## src/sv/twqs_pkg.sv

```systemverilog
// Package: shared types, codes and sizes for the thread wait queue scheduler.
`default_nettype none
package twqs_pkg;
    localparam int NumThreads = 16;
    localparam int NumWaitQueues = 8;
    localparam int NumQueues = NumWaitQueues + 1;
    localparam int ThrW = $clog2(NumThreads);
    localparam int QW = $clog2(NumQueues + 1);
    localparam int CntW = $clog2(NumThreads + 1);
    localparam logic [QW-1:0] RunQ = QW'(NumWaitQueues);
    localparam logic [QW-1:0] NoQ = QW'(NumWaitQueues + 1);

    typedef enum logic [2:0] {
        OP_SLEEP = 3'd0, OP_WAKEUP = 3'd1, OP_BROADCAST = 3'd2,
        OP_CANCEL = 3'd3, OP_MAKE_RUN = 3'd4, OP_SWITCH = 3'd5
    } opcode_t;

    typedef enum logic [1:0] {
        RS_OK = 2'd0, RS_INTR = 2'd1, RS_EMPTY = 2'd2, RS_BAD = 2'd3
    } resp_t;

    typedef enum logic [1:0] {
        ST_NONE = 2'd0, ST_RUN = 2'd1, ST_SLEEP = 2'd2, ST_SLEEPC = 2'd3
    } thr_state_t;

    typedef struct packed {
        logic [2:0] opcode;
        logic [2:0] wait_queue;
        logic [3:0] target_thread;
        logic       may_cancel;
    } request_t;

    typedef struct packed {
        logic [1:0] status;
        logic [3:0] chosen_thread;
        logic       chosen_valid;
        logic [4:0] moved_count;
        logic       chosen_cancelled;
    } result_t;

    // Controller to datapath commands
    typedef enum logic [2:0] {
        CMD_NOP    = 3'd0,
        CMD_PUSH   = 3'd1, // push thread cmd_thr onto queue cmd_q
        CMD_POP    = 3'd2, // pop head of cmd_q, remember it as popped thread
        CMD_RUNPOP = 3'd3, // push popped thread onto run queue
        CMD_UNLINK = 3'd4, // unlink cmd_thr from its own queue
        CMD_SETCUR = 3'd5  // current := popped thread (or none)
    } dp_op_t;

    typedef struct packed {
        dp_op_t         op;
        logic [QW-1:0]  q;
        logic [ThrW-1:0] thr;
        logic [1:0]     st;      // new state for pushed thread
        logic           set_cancel;
        logic           cur_none;
    } dp_cmd_t;

    typedef struct packed {
        logic            cur_valid;
        logic [ThrW-1:0] cur;
        logic            cur_free;   // current thread not on any queue
        logic            cur_cancel;
        logic            q_empty;    // selected queue empty
        logic            tg_free;
        logic            tg_sleepc;  // target sleeps cancellably on a wait queue
        logic [ThrW-1:0] popped;
        logic            popped_cancel;
    } dp_stat_t;
endpackage
`default_nettype wire

```

## src/sv/twqs_datapath.sv

```systemverilog
// Datapath: per-thread tables, linked queues and current thread register.
`default_nettype none
module twqs_datapath (
    input  wire logic             clk,
    input  wire logic             rst_n,
    input  wire twqs_pkg::dp_cmd_t cmd,
    input  wire logic [twqs_pkg::QW-1:0]   sel_q,
    input  wire logic [twqs_pkg::ThrW-1:0] sel_thr,
    output twqs_pkg::dp_stat_t    stat
);
    import twqs_pkg::*;

    logic [1:0]      status_reg [NumThreads];
    logic            cancel_reg [NumThreads];
    logic [QW-1:0]   member_reg [NumThreads];
    logic [ThrW-1:0] next_reg   [NumThreads];
    logic [ThrW-1:0] prev_reg   [NumThreads];
    logic [ThrW-1:0] head_reg   [NumQueues];
    logic [ThrW-1:0] tail_reg   [NumQueues];
    logic [CntW-1:0] count_reg  [NumQueues];
    logic            cur_valid_reg;
    logic [ThrW-1:0] cur_reg;
    logic [ThrW-1:0] popped_reg;

    logic [ThrW-1:0] ut;      // thread being unlinked
    logic [QW-1:0]   uq;
    logic [ThrW-1:0] up, un;
    logic [ThrW-1:0] pt;      // thread being pushed
    logic [QW-1:0]   pq;
    logic [ThrW-1:0] pop_thr;

    // Status towards the controller
    always_comb
    begin
        stat.cur_valid     = cur_valid_reg;
        stat.cur           = cur_reg;
        stat.cur_free      = member_reg[cur_reg] == NoQ;
        stat.cur_cancel    = cancel_reg[cur_reg];
        stat.q_empty       = count_reg[sel_q[QW-1:0] < QW'(NumQueues) ?
                                       sel_q : RunQ] == '0;
        stat.tg_free       = member_reg[sel_thr] == NoQ;
        stat.tg_sleepc     = status_reg[sel_thr] == ST_SLEEPC &&
                             member_reg[sel_thr] < QW'(NumWaitQueues);
        stat.popped        = popped_reg;
        stat.popped_cancel = cancel_reg[popped_reg];
    end

    // Operand selection for unlink and push
    always_comb
    begin
        pop_thr = head_reg[cmd.q];
        ut = (cmd.op == CMD_POP) ? pop_thr : cmd.thr;
        uq = (cmd.op == CMD_POP) ? cmd.q : member_reg[cmd.thr];
        up = prev_reg[ut];
        un = next_reg[ut];
        pt = (cmd.op == CMD_RUNPOP) ? popped_reg : cmd.thr;
        pq = (cmd.op == CMD_RUNPOP) ? RunQ : cmd.q;
    end

    // Table updates
    always_ff @(posedge clk or negedge rst_n)
    begin
        if (!rst_n)
        begin
            for (int i = 0; i < NumThreads; i++)
            begin
                status_reg[i] <= ST_NONE;
                cancel_reg[i] <= 1'b0;
                member_reg[i] <= NoQ;
            end
            for (int i = 0; i < NumQueues; i++)
            begin
                count_reg[i] <= '0;
            end
            cur_valid_reg <= 1'b0;
        end
        else
        begin
            if (cmd.set_cancel)
            begin
                cancel_reg[cmd.thr] <= 1'b1;
            end
            case (cmd.op)
                CMD_PUSH, CMD_RUNPOP:
                begin
                    if (count_reg[pq] == '0)
                    begin
                        head_reg[pq] <= pt;
                    end
                    else
                    begin
                        next_reg[tail_reg[pq]] <= pt;
                        prev_reg[pt] <= tail_reg[pq];
                    end
                    tail_reg[pq]   <= pt;
                    count_reg[pq]  <= count_reg[pq] + 1'b1;
                    member_reg[pt] <= pq;
                    status_reg[pt] <= (cmd.op == CMD_RUNPOP) ? ST_RUN : cmd.st;
                end
                CMD_POP, CMD_UNLINK:
                begin
                    if (head_reg[uq] == ut)
                        head_reg[uq] <= un;
                    else
                        next_reg[up] <= un;
                    if (tail_reg[uq] == ut)
                        tail_reg[uq] <= up;
                    else
                        prev_reg[un] <= up;
                    count_reg[uq]  <= count_reg[uq] - 1'b1;
                    member_reg[ut] <= NoQ;
                    popped_reg     <= ut;
                end
                CMD_SETCUR:
                begin
                    cur_valid_reg <= !cmd.cur_none;
                    cur_reg       <= popped_reg;
                end
                default:
                begin
                end
            endcase
        end
    end

    // Pops only touch non-empty queues, unlinks only threads on a wait queue, pushes only unqueued threads
    assert property (@(posedge clk) disable iff (!rst_n)
        (cmd.op == CMD_POP) |-> count_reg[cmd.q] != '0)
        else $error("pop of empty queue");
    assert property (@(posedge clk) disable iff (!rst_n)
        (cmd.op == CMD_UNLINK) |-> member_reg[cmd.thr] < QW'(NumWaitQueues))
        else $error("unlink of thread not on a wait queue");
    assert property (@(posedge clk) disable iff (!rst_n)
        (cmd.op == CMD_PUSH) |-> member_reg[cmd.thr] == NoQ)
        else $error("push of queued thread");
endmodule
`default_nettype wire

```

## src/sv/twqs_ctrl.sv

```systemverilog
// Controller: sequences each request into datapath commands and forms the result.
`default_nettype none
module twqs_ctrl (
    input  wire logic                clk,
    input  wire logic                rst_n,
    input  wire logic                start,
    input  wire twqs_pkg::request_t  req,
    output logic                     busy,
    output logic                     done,
    output twqs_pkg::result_t        result,
    output twqs_pkg::dp_cmd_t        cmd,
    output logic [twqs_pkg::QW-1:0]  sel_q,
    output logic [twqs_pkg::ThrW-1:0] sel_thr,
    input  wire twqs_pkg::dp_stat_t  stat
);
    import twqs_pkg::*;

    typedef enum logic [5:0] {
        S_IDLE  = 6'b000001,
        S_DEC   = 6'b000010,
        S_POP   = 6'b000100,
        S_RUN   = 6'b001000,
        S_CUR   = 6'b010000,
        S_DONE  = 6'b100000
    } state_t;

    state_t          state_reg, state_next;
    request_t        req_reg;
    result_t         res_reg, res_next;
    logic [QW-1:0]   popq_reg, popq_next;
    logic            bcast_reg, bcast_next;
    logic            done_reg, done_next;
    logic            wq_ok;

    assign busy   = state_reg != S_IDLE;
    assign done   = done_reg;
    assign result = res_reg;
    assign wq_ok  = {1'b0, req_reg.wait_queue} < 4'(NumWaitQueues);
    assign sel_thr = req_reg.target_thread;

    // Queue whose emptiness matters in the current state
    always_comb
    begin
        if (state_reg == S_DEC)
            sel_q = (req_reg.opcode == OP_SWITCH) ? RunQ : QW'(req_reg.wait_queue);
        else
            sel_q = popq_reg;
    end

    // Next state and commands
    always_comb
    begin
        state_next = state_reg;
        res_next   = res_reg;
        popq_next  = popq_reg;
        bcast_next = bcast_reg;
        done_next  = 1'b0;
        cmd        = '0;
        cmd.op     = CMD_NOP;
        case (state_reg)
            S_IDLE:
            begin
                if (start)
                    state_next = S_DEC;
            end
            S_DEC:
            begin
                res_next   = '0;
                state_next = S_DONE;
                bcast_next = 1'b0;
                case (req_reg.opcode)
                    OP_SLEEP:
                    begin
                        if (!wq_ok || !stat.cur_valid || !stat.cur_free)
                            res_next.status = RS_BAD;
                        else if (req_reg.may_cancel && stat.cur_cancel)
                            res_next.status = RS_INTR;
                        else
                        begin
                            cmd.op  = CMD_PUSH;
                            cmd.q   = QW'(req_reg.wait_queue);
                            cmd.thr = stat.cur;
                            cmd.st  = req_reg.may_cancel ? ST_SLEEPC : ST_SLEEP;
                            popq_next  = RunQ;
                            state_next = S_POP;
                        end
                    end
                    OP_WAKEUP, OP_BROADCAST:
                    begin
                        if (!wq_ok)
                            res_next.status = RS_BAD;
                        else if (stat.q_empty)
                            res_next.status = (req_reg.opcode == OP_WAKEUP) ?
                                              RS_EMPTY : RS_OK;
                        else
                        begin
                            popq_next  = QW'(req_reg.wait_queue);
                            bcast_next = req_reg.opcode == OP_BROADCAST;
                            state_next = S_POP;
                        end
                    end
                    OP_CANCEL:
                    begin
                        cmd.thr        = req_reg.target_thread;
                        cmd.set_cancel = 1'b1;
                        if (stat.tg_sleepc)
                        begin
                            cmd.op = CMD_UNLINK;
                            res_next.chosen_thread = req_reg.target_thread;
                            res_next.chosen_valid  = 1'b1;
                            res_next.moved_count   = 5'd1;
                            state_next = S_RUN;
                        end
                    end
                    OP_MAKE_RUN:
                    begin
                        if (!stat.tg_free)
                            res_next.status = RS_BAD;
                        else
                        begin
                            cmd.op  = CMD_PUSH;
                            cmd.q   = RunQ;
                            cmd.thr = req_reg.target_thread;
                            cmd.st  = ST_RUN;
                            res_next.chosen_thread = req_reg.target_thread;
                            res_next.chosen_valid  = 1'b1;
                            res_next.moved_count   = 5'd1;
                        end
                    end
                    OP_SWITCH:
                    begin
                        popq_next = RunQ;
                        if (stat.q_empty)
                            res_next.status = RS_EMPTY;
                        else
                            state_next = S_POP;
                    end
                    default:
                    begin
                        res_next.status = RS_BAD;
                    end
                endcase
            end
            S_POP:
            begin
                // After a sleep push the run queue may still be empty
                if (stat.q_empty)
                begin
                    cmd.op       = CMD_SETCUR;
                    cmd.cur_none = 1'b1;
                    res_next.status = RS_EMPTY;
                    state_next = S_DONE;
                end
                else
                begin
                    cmd.op = CMD_POP;
                    cmd.q  = popq_reg;
                    state_next = (popq_reg == RunQ) ? S_CUR : S_RUN;
                end
            end
            S_RUN:
            begin
                cmd.op = CMD_RUNPOP;
                if (req_reg.opcode != OP_CANCEL)
                begin
                    res_next.moved_count = res_reg.moved_count + 5'd1;
                    if (!bcast_reg)
                    begin
                        res_next.chosen_thread = stat.popped;
                        res_next.chosen_valid  = 1'b1;
                    end
                end
                state_next = bcast_reg ? S_POP : S_DONE;
                if (bcast_reg && stat.q_empty)
                    state_next = S_DONE;
            end
            S_CUR:
            begin
                cmd.op = CMD_SETCUR;
                res_next.chosen_thread    = stat.popped;
                res_next.chosen_valid     = 1'b1;
                res_next.chosen_cancelled = stat.popped_cancel;
                state_next = S_DONE;
            end
            S_DONE:
            begin
                done_next  = 1'b1;
                state_next = S_IDLE;
            end
            default:
            begin
                state_next = S_IDLE;
            end
        endcase
    end

    // Control registers
    always_ff @(posedge clk or negedge rst_n)
    begin
        if (!rst_n)
        begin
            state_reg <= S_IDLE;
            done_reg  <= 1'b0;
            bcast_reg <= 1'b0;
        end
        else
        begin
            state_reg <= state_next;
            done_reg  <= done_next;
            bcast_reg <= bcast_next;
        end
    end

    // Payload registers
    always_ff @(posedge clk)
    begin
        if (state_reg == S_IDLE && start)
            req_reg <= req;
        res_reg  <= res_next;
        popq_reg <= popq_next;
    end

    assert property (@(posedge clk) disable iff (!rst_n)
        $onehot(state_reg))
        else $error("state not one-hot");
    assert property (@(posedge clk) disable iff (!rst_n)
        (state_reg == S_DONE) |=> done && state_reg == S_IDLE)
        else $error("result strobe missing");
    assert property (@(posedge clk) disable iff (!rst_n)
        done |-> !busy)
        else $error("strobe while busy");
    assert property (@(posedge clk) disable iff (!rst_n)
        (start && !busy) |=> busy)
        else $error("request not taken");
endmodule
`default_nettype wire

```

## src/sv/thread_wait_queue_scheduler.sv

```systemverilog
// Top level: thread scheduler with a FIFO run queue and FIFO wait queues.
//
//  channel  | ports                   | handshake
//  ---------+-------------------------+----------------------------------
//  request  | start, busy, req        | taken when start && !busy
//  result   | done, result            | one-cycle strobe, cannot be held
//
// Every request passes through decode and the done state; sleep, switch, wakeup and
// a cancel that wakes a thread add pop, run-queue or current-thread steps, and a
// broadcast pops and re-pushes each thread that it moves: the controller issues
// one queue update per cycle on the shared link tables.
// busy is high from acceptance until the result strobe.
// rst_n clears all thread states, cancel flags, queue counts and current thread.
`default_nettype none
module thread_wait_queue_scheduler (
    input  wire logic               clk,
    input  wire logic               rst_n,
    input  wire logic               start,
    input  wire twqs_pkg::request_t req,
    output logic                    busy,
    output logic                    done,
    output twqs_pkg::result_t       result
);
    import twqs_pkg::*;

    dp_cmd_t         cmd;
    dp_stat_t        stat;
    logic [QW-1:0]   sel_q;
    logic [ThrW-1:0] sel_thr;

    twqs_ctrl u_ctrl (
        .clk     (clk),
        .rst_n   (rst_n),
        .start   (start),
        .req     (req),
        .busy    (busy),
        .done    (done),
        .result  (result),
        .cmd     (cmd),
        .sel_q   (sel_q),
        .sel_thr (sel_thr),
        .stat    (stat)
    );

    twqs_datapath u_dp (
        .clk     (clk),
        .rst_n   (rst_n),
        .cmd     (cmd),
        .sel_q   (sel_q),
        .sel_thr (sel_thr),
        .stat    (stat)
    );
endmodule
`default_nettype wire
```

## config.mk

```make
export PLATFORM = sky130hd
export DESIGN_NAME = thread_wait_queue_scheduler
export DESIGN_NICKNAME = d
export VERILOG_FILES = /design/src/sv/twqs_pkg.sv /design/src/sv/twqs_datapath.sv /design/src/sv/twqs_ctrl.sv /design/src/sv/thread_wait_queue_scheduler.sv
export SDC_FILE = /design/constraint.sdc
export NUM_CORES = 1
export LEC_CHECK = 0
export ABC_AREA = 1
export BUFFER_PORTS_ARGS = -buffer_cell sky130_fd_sc_hd__buf_2
export CAP_MARGIN = 40
export CELL_PAD_IN_SITES_DETAIL_PLACEMENT = 1
export CELL_PAD_IN_SITES_GLOBAL_PLACEMENT = 1
export CORE_ASPECT_RATIO = 1.1
export CORE_MARGIN = 2
export CORE_UTILIZATION = 31
export DETAILED_ROUTE_END_ITERATION = 6
export PLACE_DENSITY_LB_ADDON = 0.1
export SYNTH_ARGS = -nofsm -noshare
export SYNTH_HDL_FRONTEND = slang
export SYNTH_HIERARCHICAL = 1
export SYNTH_SLANG_ARGS = --single-unit
```

## constraint.sdc

```tcl
create_clock -name clk -period 16.4 [get_ports clk]
set_input_delay 3.28 -clock clk [delete_from_list [all_inputs] [get_ports clk]]
set_output_delay 3.28 -clock clk [all_outputs]
set_load 0.03 [all_outputs]
```

# Word level (Yosys, flattened, before mapping)
# Memories as Yosys holds them, arrays and structs flattened.
# Cells that the tools add are included.
[totals]
register_bits = 202
ram_bits = 200
out_inout_bits = 15
word_cells = 320
mem_count = 4
[mem_list]
columns = ["memory", "depth", "word_bits", "read_ports", "rd_ports_with_merged_regs", "write_ports", "line_no", "text"]
rows = [
  ["u_dp.next_reg", 16, 4, 1, 0, 1, "twqs_datapath.sv:16", "logic [ThrW-1:0] next_reg [NumThreads];"],
  ["u_dp.prev_reg", 16, 4, 1, 0, 1, "twqs_datapath.sv:17", "logic [ThrW-1:0] prev_reg [NumThreads];"],
  ["u_dp.head_reg", 9, 4, 2, 0, 1, "twqs_datapath.sv:18", "logic [ThrW-1:0] head_reg [NumQueues];"],
  ["u_dp.tail_reg", 9, 4, 2, 0, 1, "twqs_datapath.sv:19", "logic [ThrW-1:0] tail_reg [NumQueues];"],
]
[classes]
addsub = 3
n_lt_le_gt_ge = 16
n_eq_ne = 31
muxes = 137
n_bitwise = 13
n_reduce_logical = 43
[op_table]
columns = ["op", "count"]
rows = [
  ["64-bit one-hot mux with 2 select lines", 1],
  ["4-bit two-way mux", 27],
  ["45-bit bitwise mux", 2],
  ["45-bit one-hot mux with 2 select lines", 1],
  ["64-bit bitwise mux", 1],
  ["5-bit binary-select mux with 4-bit select", 3],
  ["5-bit two-way mux", 10],
  ["4-bit binary-select mux with 4-bit select", 3],
  ["6-bit two-way mux", 8],
  ["5-bit greater-or-equal comparator, second input constant", 9],
  ["4-bit NOT with 5-bit output", 9],
  ["5-bit demux with 4-bit select", 2],
  ["1-bit two-way mux", 37],
  ["32-bit bitwise AND", 1],
  ["32-bit bitwise mux", 1],
  ["4-bit demux with 4-bit select", 2],
  ["32-bit NOT", 1],
  ["32-bit OR", 1],
  ["10-bit two-way mux", 3],
  ["6-bit one-hot mux with 5 select lines", 1],
  ["5-bit by 1-bit < comparator with 1-bit output, second input constant", 5],
  ["4-bit one-hot mux with 3 select lines", 2],
  ["11-bit two-way mux", 2],
  ["2-bit two-way mux", 10],
  ["other kinds (50)", 101],
]

# Longest topological paths before layout
[depth]
word_depth = 24
mapped_depth = 41
ltp_nobuf = 41

# Cells and area by module
# The synthesis kept the hierarchy.
[modules_own_cells]
columns = ["module", "instances", "cells_per_inst", "area_per_inst_um2"]
rows = [
  ["twqs_datapath", 1, 2212, 19246.0],
  ["twqs_ctrl", 1, 230, 1996.9],
]

# Worst setup path after synthesis
# OpenSTA, ideal clock, no wires.
[synth_timing]
path_kind = "register to register"
start = "reg u_ctrl.state_reg[4]"
end = "mem u_dp/prev_reg[0][0] (netlist name), data pin"
setup_ns = 0.330
t_arrival_ns = 5.157
required_time_ns = 16.070
slack_ns = 10.913
path_stages_with_launch = 37
n_path_buf = 3
path_cell_list = "dfrtp_1 -> nor2_4 -> nand3_2 -> inv_2 -> o21ai_1 -> o22ai_1 -> inv_1 -> nor2_1 -> o21ai_0 -> and3_1 -> a31oi_1 -> nand2_1 -> nand3_1 -> o31ai_1 -> nand4_1 -> inv_1 -> nor2_1 -> nand3_1 -> nor3_4 -> inv_2 -> nor2_1 -> o21bai_2 -> buf_6 -> buf_4 -> nand2_1 -> o21ai_0 -> nand2_1 -> nand2_1 -> nand2_1 -> nand3_1 -> nand2_1 -> nand2_1 -> nor2_4 -> nand2_4 -> nand2_4 -> buf_6 -> o21ai_0"
[synth_rtl]
columns = ["item", "line_no", "text"]
rows = [
  ["start, declared", "twqs_ctrl.sv:27", "state_t state_reg, state_next;"],
  ["start signal, assigned", "twqs_ctrl.sv:208", "state_reg <= state_next;"],
  ["end, declared", "twqs_datapath.sv:17", ""],
]

==> results <==
- The run finished with clean final reports.
- The floorplan step defined a die boundary enclosing 70600 um^2.
- TritonCTS built the clock tree.
- The power after layout is 2.89 mW.
- The cell area after synthesis is 21200 um^2.
- The detailed placer's ending HPWL is 59.9 mm.
- The routed layout has 18291 vias.
- Among all flip-flop cells after synthesis, the most frequent one is sky130_fd_sc_hd__edfxtp_1.
- The XOR/XNOR share of the synthesized area is 0.277%.
- In the final timing run, aggregate negative setup slack is 0 ns.
- The worst slack at placement is 8.40 ns.
- Averaged over all synthesized cells, the footprint is 8.70 um^2.
- The number of global-route vias before repair is 19276.
- The number of cells on the worst reg-to-reg path is 35.
- The net count of the finished layout is 2503.
- The synthesized-area fraction occupied by ao, oa, aoi and oai cells is 16.6%.
- The worst-case hold path end point is u_dp/cancel_reg[2].
- The die is 254 um wide.
- The final period utilization is 49.5%.
- For this run, the detailed router's first-pass iteration total came to 5.
- The area taken by flip-flops and latches is 11300 um^2.
- The worst-case IR drop observed on VDD is 0.0905 mV.
- The utilization of the core after routing is 35.5%.
- Hold timing on the final database bottoms out at a slack of 0.474 ns.
- The antenna diode instance count is 0.
- The wire length of the first global-routing pass is 124 mm.
- Once routing completed, OpenROAD measured the worst setup slack at 8.28 ns.
- The cell count of the worst hold path is 2.
- Of the total synthesized cell area, the portion taken by AND, OR, NAND and NOR gates is 22.1%.
- The highest clock frequency the design can meet is 123 MHz.
- The H-tree was split into 2 levels.
- The number of clock buffers inserted by TritonCTS is 48.
- STA classifies the critical path startpoint as a register.
- The total count of hold-check failures in the final report is 0.
- The critical path in this run is classified as register to register.
- The core region is 67700 um^2.
- The CTS root buffer is sky130_fd_sc_hd__clkbuf_16.
- Input and output buffers added on the ports amount to 28.
- Counting along the longest clock path gives a buffer depth of 3.
- The internal portion of the total power is 1.90 mW.
- In the routed layout, each cell is associated on average with a via count of 5.31.
- After clock tree synthesis, the clock-pin slew on the worst setup and hold paths is 0.06 ns.
- The clock share of power is 37.1%.
- Subtracting the final worst setup slack from the clock period gives 8.12 ns.
- The number of synthesized flops with an enable pin is 236.
- Measured against the total synthesized area, the mux share comes to 0%.
- The total DRC errors in the routed layout is 0.
- In the final routed layout, each cell accounts on average for 23.6 um.
- Once detail routing completed, the nets flagged for antenna violations numbered 0.
- The layout has 7913 filler cells.
- When the netlist entered floorplanning its net count stood at 2460.
- The kind of end point of the critical path is a register.
- The max-capacitance violation count is 0.
- On the critical path, the stage with the largest delay is an instance of sky130_fd_sc_hd__nor2_1.
- In this run the worst hold path is classified as register to register.
- The area growth from synthesis to layout is 13.2%.
- The initial antenna violation count is 0.
- Synthesis produced a netlist whose cell count is 2442.
- In this run the core area contains 100 standard-cell rows.
- In this design, the critical path's most frequently occurring cell is sky130_fd_sc_hd__nand3_1.
- The worst register-to-register path has a setup slack of 8.28 ns.
- The critical path required time is 16.65 ns.
- The worst slew margin relative to its limit is 39.0%.
- The congestion estimate from routability-driven global placement came to 0.948.
- The net switching power of the design is 0.991 mW.
- The die boundary height is 279 um.
- After synthesis, the largest family of logic cells by area is simple AND/OR/NAND/NOR gates.
- The power per cell area is 120 nW/um^2.
- During I/O placement, the number of pins put on the boundary was 29.
- The clock latency reported for the late side of the worst-skew pair is 0.60 ns.
- The peak fanout along the critical path is 21.
- The fraction of synthesis flops using an asynchronous set or reset pin is 41.3%.
- Per report_power, the sequential group accounts for 39.9% of the total.
- Sequential cells were found to cover 53.1% of the synthesized design area.
- The arithmetic-cell share of the synthesized area counting full adders, half adders and majority gates is 0.236%.
- The end of the worst register-to-register path is u_dp/prev_reg[10][0].
- The number of buffers added to fix hold violations after cts is 0.
- The count of warnings emitted by yosys is 6.
- The commonest non-fill, non-tap cell in the layout is sky130_fd_sc_hd__nand2_1.
- In the final layout, the multi-input gates occupy 8350 um^2.
- For this run the aggregate overflow at the end of global routing stands at 0.
- Leaving out fill and tap cells, the most frequent cells in the layout are 573 x sky130_fd_sc_hd__nand2_1, 282 x sky130_fd_sc_hd__inv_1, 236 x sky130_fd_sc_hd__edfxtp_1.
- Post-CTS timing repair inserted 0 buffers for setup.
- The detailed router finished its first iteration with 1353 violations.
- The count of distinct cell types in the synthesized netlist is 62.
- For the pin with the worst max-slew slack, the measured transition is 0.909 ns.
- The maximum clock skew at final layout is 0.0196 ns.
- The critical path data arrival time is 8.37 ns.
- The combinational group share of total power is 23.0%.
- In this run switching power makes up 34.2% of total power.
- In this run, synthesis produced a sequential element count of 402.
- The leakage power total is 10.0 nW.
- The max-slew violation count was 0.
- The share of final-layout standard cells stronger than drive strength 1 is 11.1%.
- The number of sinks handled by clock tree synthesis is 402.
- The initial core utilization is 31.4%.
- Entering global routing, the biggest net connects 66 pins.
- The worst hold path begins at u_dp/cancel_reg[2].
- The worst register-to-register path begins at u_ctrl/state_reg[4].
- The start point of the critical path is u_ctrl/state_reg[4].
- After clock tree synthesis, the repair step resized 0 gates.
- Global routing used 23.1% of the available tracks.
- Setup repair after global routing left no endpoint under its margin.
- The final layout contains routed wiring with a total length of 81.3 mm.
- Setup violations remaining at the end of the flow were counted as 0.
- The stage delay of the slowest cell on the critical path is 0.55 ns.
-- power groups by stage --
stage                     logic (mW)  registers (mW)  clock network [mW]
final                          0.664            1.16                1.07
after global routing           0.723            1.16                1.14
after global placement         0.654            1.18                   0
after detailed placement       0.658            1.18                   0
after CTS                      0.661            1.16                1.11
after floorplan                0.409            1.17                   0
-- cells in the mapped netlist, drive strengths merged, types with 5 or more instances --
cell type	count	area, um^2
or2	8	50.1
o221ai	17	149
inv	298	1120
nand3	180	936
a31oi	5	31.3
o31ai	7	52.6
a22oi	83	623
a21oi	65	325
a221oi	5	43.8
nand4	44	303
o22ai	113	721
dfstp	33	867
dfrtp	133	3330
nor2	222	962
edfxtp	236	7090
o21bai	19	150
nand3b	10	75.1
o211ai	10	75.1
nand2	592	2290
a41oi	5	43.8
nor3	12	71.3
o21ai	226	1160
buf	55	377
clkbuf	32	120
-- stage by stage --
step / instances / area, um^2
4_1_cts: 3442 / 24000
2_1_floorplan: 2442 / 21200
3_3_place_gp: 3342 / 22400
6_report: 3442 / 24000
5_1_grt: 3442 / 24000
3_5_place_dp: 3353 / 22500
-- area by class of cell --
type / count / share of cell area [%]
Timing Repair Buffer: 80 / 2.28
Tap cell: 918 / 4.78
Clock inverter: 31 / 1.17
Sequential cell: 402 / 46.9
Multi-Input combinational cell: 1652 / 34.7
Clock buffer: 58 / 5.41
Inverter: 301 / 4.70
-- logic make-up after synthesis --
group,Yosys count
xor gates and xnor gates,5
adders and majority gates,4
and+or+nand+nor,1070
DFF,402
AOI/OAI and AO/OA,573
buffers and inverters,388
-- worst max path at each step --
| stage | to | cells after the start | slack, ns |
|---|---|---|---|
| after global placement | u_dp/head_reg[0][1] | 30 | 7.55 |
| after global routing | u_dp/prev_reg[5][3] | 35 | 7.59 |
| after CTS | u_dp/prev_reg[10][0] | 35 | 8.34 |
| after floorplan | u_dp/prev_reg[0][0] | 36 | 10.91 |
| after detailed placement | u_dp/prev_reg[4][1] | 35 | 8.40 |
| final | u_dp/prev_reg[10][0] | 35 | 8.28 |
-- critical path: cells and delay by family, from the launching register on --
kind            cells  cell delay, ns
compound gates      6            1.20
fa+ha+maj           1            0.27
buf+inv             8            1.77
flops               1            0.43
simple gates       20            4.06
-- layer usage --
layer | global-route usage [%] | part of all wire [%]
met5 | 0 | 0
met4 | 7.56 | 3.2
met3 | 3.09 | 3.9
met2 | 40.0 | 49
met1 | 29.6 | 44
Power figures use the tool's default switching activity.
